File: src/rtl/brc_pkg.sv
// Package for the bond record checker: record constants, the queue entry
// type and the byte-wide CRC-32 update. No dependencies.
`timescale 1ns / 1ps

package brc_pkg;

   localparam int CNT_W     = 5;
   localparam int CAP_DEPTH = 22;
   localparam int Q_DEPTH   = 2;

   typedef logic [CNT_W-1:0] cnt_type;

   localparam logic [31:0] REC_MAGIC = 32'h3242_4e4d;
   localparam logic [31:0] CRC_POLY  = 32'hedb8_8320;
   localparam logic [31:0] CRC_INIT  = 32'hffff_ffff;

   localparam cnt_type LEGACY_CRC_AT  = 5'd16;
   localparam cnt_type CURRENT_CRC_AT = 5'd18;
   localparam cnt_type LEGACY_LEN     = 5'd20;
   localparam cnt_type CURRENT_LEN    = 5'd22;
   localparam cnt_type COUNT_SAT      = 5'd23;

   localparam logic [15:0] SCHEMA_ID_LEGACY  = 16'd1;
   localparam logic [15:0] SCHEMA_ID_CURRENT = 16'd2;
   localparam logic [7:0]  FLAG_SC           = 8'h01;
   localparam logic [7:0]  KEY_LENGTH_REQ    = 8'd16;
   localparam logic [7:0]  LEVEL_MIN         = 8'd2;
   localparam logic [7:0]  LEVEL_MAX         = 8'd4;
   localparam logic [7:0]  ADDR_TYPE_MAX     = 8'd1;

   typedef enum logic [1:0] {
      SCHEMA_BAD,
      SCHEMA_LEGACY,
      SCHEMA_CURRENT
   } schema_type;

   // One finished record as the front hands it over.
   typedef struct packed {
      schema_type  kind;
      logic [31:0] crc_computed;
      logic [31:0] crc_stored;
      logic [7:0]  addr_type;
      logic [47:0] address;
      logic [7:0]  key_length;
      logic [7:0]  level;
      logic [7:0]  flags;
      logic [15:0] rev_stored;
   } rec_entry_type;

   typedef struct packed {
      logic          push;
      rec_entry_type entry;
   } q_push_type;

   typedef struct packed {
      logic          empty;
      rec_entry_type entry;
   } q_head_type;

   function automatic logic [31:0] crc_byte(input logic [31:0] crc, input logic [7:0] b);
      logic [31:0] c;
      c = crc ^ {24'd0, b};
      for (int k = 0; k < 8; k++) begin
         c = (c >> 1) ^ (c[0] ? CRC_POLY : 32'd0);
      end
      return c;
   endfunction

endpackage

File: src/rtl/brc_req_if.sv
// Byte channel into the bond record checker: valid, ready and one record byte.
// No dependencies.
`timescale 1ns / 1ps

interface brc_req_if;
   logic       valid;
   logic       ready;
   logic [7:0] record_byte;
   logic       last_byte;

   modport source (output valid, output record_byte, output last_byte, input ready);
   modport sink   (input valid, input record_byte, input last_byte, output ready);
endinterface

File: src/rtl/brc_front.sv
// Front of the bond record checker: takes bytes, runs the CRC, captures the
// record and classifies it on the last byte. Depends on brc_pkg, brc_req_if.
`timescale 1ns / 1ps

module brc_front
   import brc_pkg::*;
(
   input  logic          clock,
   input  logic          reset,
   brc_req_if.sink       req_if,
   input  logic          q_full,
   output q_push_type    q_push
);

   cnt_type     count_ff, count_in, count_step;
   logic [31:0] crc_ff, crc_in, crc_upd;
   logic [31:0] snap16_ff, snap16_in;
   logic [31:0] snap18_ff, snap18_in;
   logic [7:0]  cap_ff [CAP_DEPTH];
   logic [7:0]  cap_nx [CAP_DEPTH];
   logic        accept;
   logic        magic_ok;
   logic [15:0] schema_id;
   rec_entry_type entry;

   assign req_if.ready = !q_full;
   assign accept       = req_if.valid && !q_full;

   always_comb begin
      crc_upd = crc_ff;
      if (count_ff < CNT_W'(CAP_DEPTH)) begin
         crc_upd = crc_byte(crc_ff, req_if.record_byte);
      end
      count_step = (count_ff < COUNT_SAT) ? count_ff + 5'd1 : count_ff;
      for (int i = 0; i < CAP_DEPTH; i++) begin
         cap_nx[i] = (count_ff == CNT_W'(i)) ? req_if.record_byte : cap_ff[i];
      end

      count_in  = count_ff;
      crc_in    = crc_ff;
      snap16_in = snap16_ff;
      snap18_in = snap18_ff;
      if (accept) begin
         if (count_step == LEGACY_CRC_AT) begin
            snap16_in = ~crc_upd;
         end
         if (count_step == CURRENT_CRC_AT) begin
            snap18_in = ~crc_upd;
         end
         if (req_if.last_byte) begin
            count_in = '0;
            crc_in   = CRC_INIT;
         end else begin
            count_in = count_step;
            crc_in   = crc_upd;
         end
      end
   end

   // Classification of the finished record. Valid lengths are 20 and 22, so
   // the snapshots are already in their registers by the last byte.
   always_comb begin
      magic_ok  = {cap_nx[3], cap_nx[2], cap_nx[1], cap_nx[0]} == REC_MAGIC;
      schema_id = {cap_nx[5], cap_nx[4]};

      entry.kind = SCHEMA_BAD;
      if (magic_ok && schema_id == SCHEMA_ID_LEGACY && count_step == LEGACY_LEN) begin
         entry.kind = SCHEMA_LEGACY;
      end else if (magic_ok && schema_id == SCHEMA_ID_CURRENT && count_step == CURRENT_LEN) begin
         entry.kind = SCHEMA_CURRENT;
      end

      if (entry.kind == SCHEMA_LEGACY) begin
         entry.crc_computed = snap16_ff;
         entry.crc_stored   = {cap_nx[19], cap_nx[18], cap_nx[17], cap_nx[16]};
      end else begin
         entry.crc_computed = snap18_ff;
         entry.crc_stored   = {cap_nx[21], cap_nx[20], cap_nx[19], cap_nx[18]};
      end
      entry.addr_type  = cap_nx[6];
      entry.address    = {cap_nx[12], cap_nx[11], cap_nx[10], cap_nx[9], cap_nx[8], cap_nx[7]};
      entry.key_length = cap_nx[13];
      entry.level      = cap_nx[14];
      entry.flags      = cap_nx[15];
      entry.rev_stored = {cap_nx[17], cap_nx[16]};
   end

   assign q_push.push  = accept && req_if.last_byte;
   assign q_push.entry = entry;

   always_ff @(posedge clock) begin
      if (reset) begin
         count_ff  <= '0;
         crc_ff    <= CRC_INIT;
         snap16_ff <= '0;
         snap18_ff <= '0;
      end else begin
         count_ff  <= count_in;
         crc_ff    <= crc_in;
         snap16_ff <= snap16_in;
         snap18_ff <= snap18_in;
      end
   end

   always_ff @(posedge clock) begin
      if (accept) begin
         for (int i = 0; i < CAP_DEPTH; i++) begin
            cap_ff[i] <= cap_nx[i];
         end
      end
   end

endmodule

File: src/flat_wrapper.sv
// flat-port wrapper written by rule: the top's interface ports become plain ports
module brc_front_flat import brc_pkg::*;
  (clock, reset, q_full, q_push, req_if_valid, req_if_record_byte, req_if_last_byte, req_if_ready);
  brc_req_if req_if_i ();
  input  logic clock;
  input  logic reset;
  input  logic q_full;
  output q_push_type q_push;
  input wire logic [$bits(req_if_i.valid)-1:0] req_if_valid;
  input wire logic [$bits(req_if_i.record_byte)-1:0] req_if_record_byte;
  input wire logic [$bits(req_if_i.last_byte)-1:0] req_if_last_byte;
  output wire logic [$bits(req_if_i.ready)-1:0] req_if_ready;
  assign req_if_i.valid = req_if_valid;
  assign req_if_i.record_byte = req_if_record_byte;
  assign req_if_i.last_byte = req_if_last_byte;
  assign req_if_ready = req_if_i.ready;
  brc_front u_core (.clock(clock), .reset(reset), .req_if(req_if_i), .q_full(q_full), .q_push(q_push));
endmodule
File: config.mk
export PLATFORM = sky130hd
export DESIGN_NAME = brc_front_flat
export DESIGN_NICKNAME = d
export VERILOG_FILES = /design/src/rtl/brc_pkg.sv /design/src/rtl/brc_req_if.sv /design/src/rtl/brc_front.sv /design/src/flat_wrapper.sv
export SDC_FILE = /design/constraint.sdc
export NUM_CORES = 1
export LEC_CHECK = 0
export ABC_AREA = 1
export BUFFER_PORTS_ARGS = -buffer_cell sky130_fd_sc_hd__buf_2
export CAP_MARGIN = 20
export CORE_UTILIZATION = 36
export CTS_CLUSTER_SIZE = 8
export DETAILED_ROUTE_END_ITERATION = 10
export SYNTH_ARGS = -nofsm -noshare
export SYNTH_HDL_FRONTEND = slang
export SYNTH_SLANG_ARGS = --single-unit
File: constraint.sdc
create_clock -name clock -period 6.1 [get_ports clock]
set_input_delay 0.305 -clock clock [delete_from_list [all_inputs] [get_ports clock]]
set_output_delay 0.305 -clock clock [all_outputs]
set_load 0.01 [all_outputs]
* After elaboration in Yosys (flattened, before gate mapping)
Memory sizes are Yosys's and may differ from the RTL's. Cells that the tools add are included.
Word-level totals: flip-flop bits (word level) 101, RAM bits 176, bits of input ports 13, output and inout port bits 164, memories kept 1
Memory list:
- u_core.cap_ff | depth 22, width 8, rd ports 22, clocked after Yosys merged registers in 0, wr ports 22, RTL line brc_front.sv:19 | logic [7:0] cap_ff [CAP_DEPTH];
Operators by class: add/sub/neg operators 1, order comparisons 2, eq/ne operators 29, muxes and demuxes 39, bitwise logic cells 10, reductions and logical operators 10
Operators by type and width (number):
- $mux 32 | 10
- $xor 31x32->32 | 8
- $mux 8 | 22
- $mux 64 | 1
- $eq 5x5->1 const B | 10
- $eq 5x4->1 const B | 8
- $eq 32x30->1 const B | 1
- $not 32->32 | 1
- $xor 32x8->32 | 1
- $eq 5x3->1 const B | 4
- $eq 16x1->1 const B | 1
- $eq 16x2->1 const B | 1
- $eq 5x2->1 const B | 2
- $lt 5x5->1 const B | 2
- $mux 5 | 2
- $logic_and 1x1->1 | 6
- $add 5x1->5 const B | 1
- $eq 5x1->1 const B | 1
- $logic_not 5->1 | 1
- $mux 2 | 2
- $reduce_and 2->1 | 2
- $eq 2x1->1 const B | 1
- $mux 1 | 2
- $logic_not 1->1 | 1

* Logic depth before layout (Yosys ltp)
word-level depth 19, mapped depth 18, depth with buffers taken out 15

* Worst setup path before layout
No wires, ideal clock.
path type input -> register, start point in q_full, end point mem u_core.cap_ff[0][0] (enable), arrival time 5907 ps, required time 5492 ps, path slack -415 ps, stages 5, path buffers 2, path through inv_1 nand2_1 inv_1 clkbuf_1 buf_1
RTL lines:
- start: declaration | RTL line flat_wrapper.sv:7 | input logic q_full;
- end: declaration | RTL line brc_front.sv:19

==> results.md <==
* Power Internal at 3.44 mW
* Warnings from Yosys at 0
* Routed Wire Length at ~40 mm
* Hold crit path type: primary input to flop
* Synth Area in XOR/XNOR at 0.0288
* Max Slew Vio Count at 0
* Logic gate share of total power at 0.114
* Share of cells above drive strength 1 at 0.138
* Switch share at 0.266
* Primary FF master, synth: edfxtp_1
* Synthesis-stage register bit count at 277
* Routed Antenna Nets at 0
* CTS resizes at 0
* Largest net degree at the start of global routing at between 70 and 80
* Top cell type's share of synthesized area at 0.362
* Tot GR Track Use at 0.193
* Pwr per Cell Area at a little under 300 nW/um^2
* First-pass GRT wire length at 63.3 mm
* CTS tree: built
* Synthesized instance count at ~1800
* DRC violation total after the first TritonRoute iteration at roughly 940
* Relative slew margins at 0.278
* Dpl hpwl at between 20 and 30 mm
* Max Cap Viol at 0
* Post-synthesis sequential area ratio at 0.501
* P_leak at about 7.3 nW
* Final setup fails at 0
* Top cell type by total area after synthesis: edfxtp_1
* Clock-pin slew on the worst setup and hold paths at roughly 0.050 ns
* Final Instance Area at 16200 sq um
* Critical Path RT at about 5.8 ns
* Post-synth cell types at 32
* Post-Synth Simple-Gate Area at 0.253
* Setup bufs post-CTS at 0
* Clock Skews at 0.0180 ns
* Final setup TNS at 0 ns
* Worst-Margin Slew at around 1.1 ns
* Area delta synth->final at 11.0%
* Post-synth ARST share at 0
* Die footprint at about 41000 sq um
* DR vias at around 12000
* Final Hold Violating Endpoints at 0
* Clk_lat worst skew at between 0.5 and 0.6 ns
* Core area at roughly 40000 sq um
* Row count at 73
* Multiplexer share of the synthesized area at 0
* Clock Tree Root: clkbuf_16
* Mean Syn Cell Area at 7.92 sq um
* Compound-Gate Fraction of Synth Area at 0.101
* Post-DP Area at about 15000 sq um
* WL/cell at between 15 and 20 um
* Nets@finish at 1897
* Synthesized net count at 1860
* Number of CTS-inserted buffers at 40
* Hold slack at 0.134 ns
* Final worst setup slack at 1.64 ns
* Worst hold stages at 4
* Setup crit end kind: primary output
* Post-synthesis adder-cell area fraction at 0.00429
* CP Class: flop to primary output
* Vias per cell at 4.96
* # clock sinks at ~280
* Number of global-route vias before repair at between 10000 and 15000
* Tcrit/Tclk final at 0.731
* VDD IR-drop max at 0.000173 V
* Gr ovfl total at 0
* Worst setup SP type: flop
* Cts hold-fix bufs at 0
* Sequential Power Share at 0.447
* FF-to-FF path depth at 12
* CP max FO at 44
* Fmax at 224 MHz
* Clock tree buffer depth at 3
* Worst EP arrival at just over 4 ns
* DR pass1 iterations at 5
* I/O Pins at between 150 and 200
* Setup slack at placement at ~2.2 ns
* Die H at 203 um
* Clock Power Share at 0.439
* GPL Wtd Cong at 0.853
* Post-synth EDFFs at approximately 180
* Initial Util at 0.366
* Initial antenna violation count at 2
* P_sw at 1.24 mW
* Status: complete, no violations
* Die width at just over 200 um
* Most frequent cell after synthesis: nand2_1
* H-tree depth at 2
* Residual DRC at 0
* Synth cell count leaders: 587 x nand2_1, 216 x o21ai_0, 176 x edfxtp_1, 164 x nor2_1, 140 x nand3_1
* Main combinational cell family by area after synthesis: simple AND/OR/NAND/NOR gates
* Netlist Area Pre-Place at ~15000 sq um
* Tmin final at around 4.5 ns
* Top cells by area, synth: edfxtp_1 36%, nand2_1 15%, dfxtp_1 14%
* # port buffers at about 180
* RSZ-0062 raised after global routing: false
power groups by stage:
stage                     logic, mW  registers, mW  clock network [mW]
after global placement        0.520           2.13                   0
after CTS                     0.531           2.09                2.09
after detailed placement      0.529           2.13                   0
final                         0.535           2.09                2.05
after global routing          0.600           2.10                2.17
after floorplan               0.392           2.13                   0
routing by layer:
layer	part of all wire	GRT usage	vias to the layer above
met5	0.00057	0	-
met4	0.024	0.0639	4
met2	0.45	0.305	356
met3	0.058	0.0371	69
li1	-	-	5991
met1	0.46	0.265	5631
critical path, stage by stage, from the launching register on:
cell and delay [ns]:
dfxtp_1 0.37, inv_1 0.12, ha_1 0.24, inv_1 0.06, nor2_1 0.25, nand2_2 0.27, nand2_1 0.13, o21ai_0 0.11
nor2_1 0.15, nand2_1 0.06, nor2_1 0.10, nand2_1 0.10, nor2_4 0.60, buf_4 0.55, nand2_1 0.14, nor2_1 0.16
buf_2 0.20
flip-flops by register name (all words and copies together), names as in the netlist:
signal / flops
u_core.count_ff: 5
u_core.crc_ff: 32
u_core.snap16_ff: 32
u_core.snap18_ff: 32
u_core.cap_ff: 176
final timing paths:
| kind | startpoint | end | slack [ns] |
|---|---|---|---|
| worst max-delay path | u_core.count_ff[0] | q_push[161] | 1.64 |
| worst min register to register | u_core.snap16_ff[9] | u_core.snap16_ff[9] | 0.46 |
| worst min-delay path | req_if_last_byte | u_core.count_ff[0] | 0.13 |
| worst max register to register | u_core.count_ff[4] | u_core.snap18_ff[14] | 2.79 |
cell type report:
class                           count  area, sq um
Clock inverter                      4         52.6
Fill cell                        4093        23600
Multi-Input combinational cell   1260         5670
Timing Repair Buffer              189          998
Antenna cell                        1         2.50
Tap cell                          525          657
Clock buffer                       62         1080
Inverter                          111          422
Sequential cell                   277         7310
layout by cell type, fill, tap and decap left out, types with 2 or more instances in the layout:
master	synthesis	final
buf_2	15	176
nor2_4	2	4
ha_1	5	5
a21oi_1	54	54
inv_6	0	3
clkbuf_16	0	40
nand4_1	3	3
xor2_1	37	37
nand3_1	140	140
nand2_2	5	7
clkbuf_1	60	22
inv_2	4	4
o211ai_1	2	2
buf_4	113	12
edfxtp_1	176	176
nor2_1	164	163
inv_1	106	105
dfxtp_1	101	101
nand2_1	587	585
xnor2_1	11	11
o21ai_1	15	15
or2_2	11	11
o21ai_0	216	216
metrics by stage:
step | power [mW] | utilization | cells
after global placement | 2.65 | 0.377 | 2361
after CTS | 4.71 | 0.406 | 2427
final | 4.68 | 0.407 | 2429
after global routing | 4.86 | 0.406 | 2428
after detailed placement | 2.66 | 0.377 | 2361
after floorplan | 2.52 | - | 1842
logic make-up (layout without fill, tap and decap cells):
logic type | Yosys count | count (layout)
AOI/OAI and AO/OA | 290 | 290
and+or+nand+nor | 917 | 917
DFF | 277 | 277
adders and majority gates | 5 | 5
xor gates and xnor gates | 48 | 48
other | 0 | 1
buffers and inverters | 305 | 366
(Power assumes the default switching activity.)
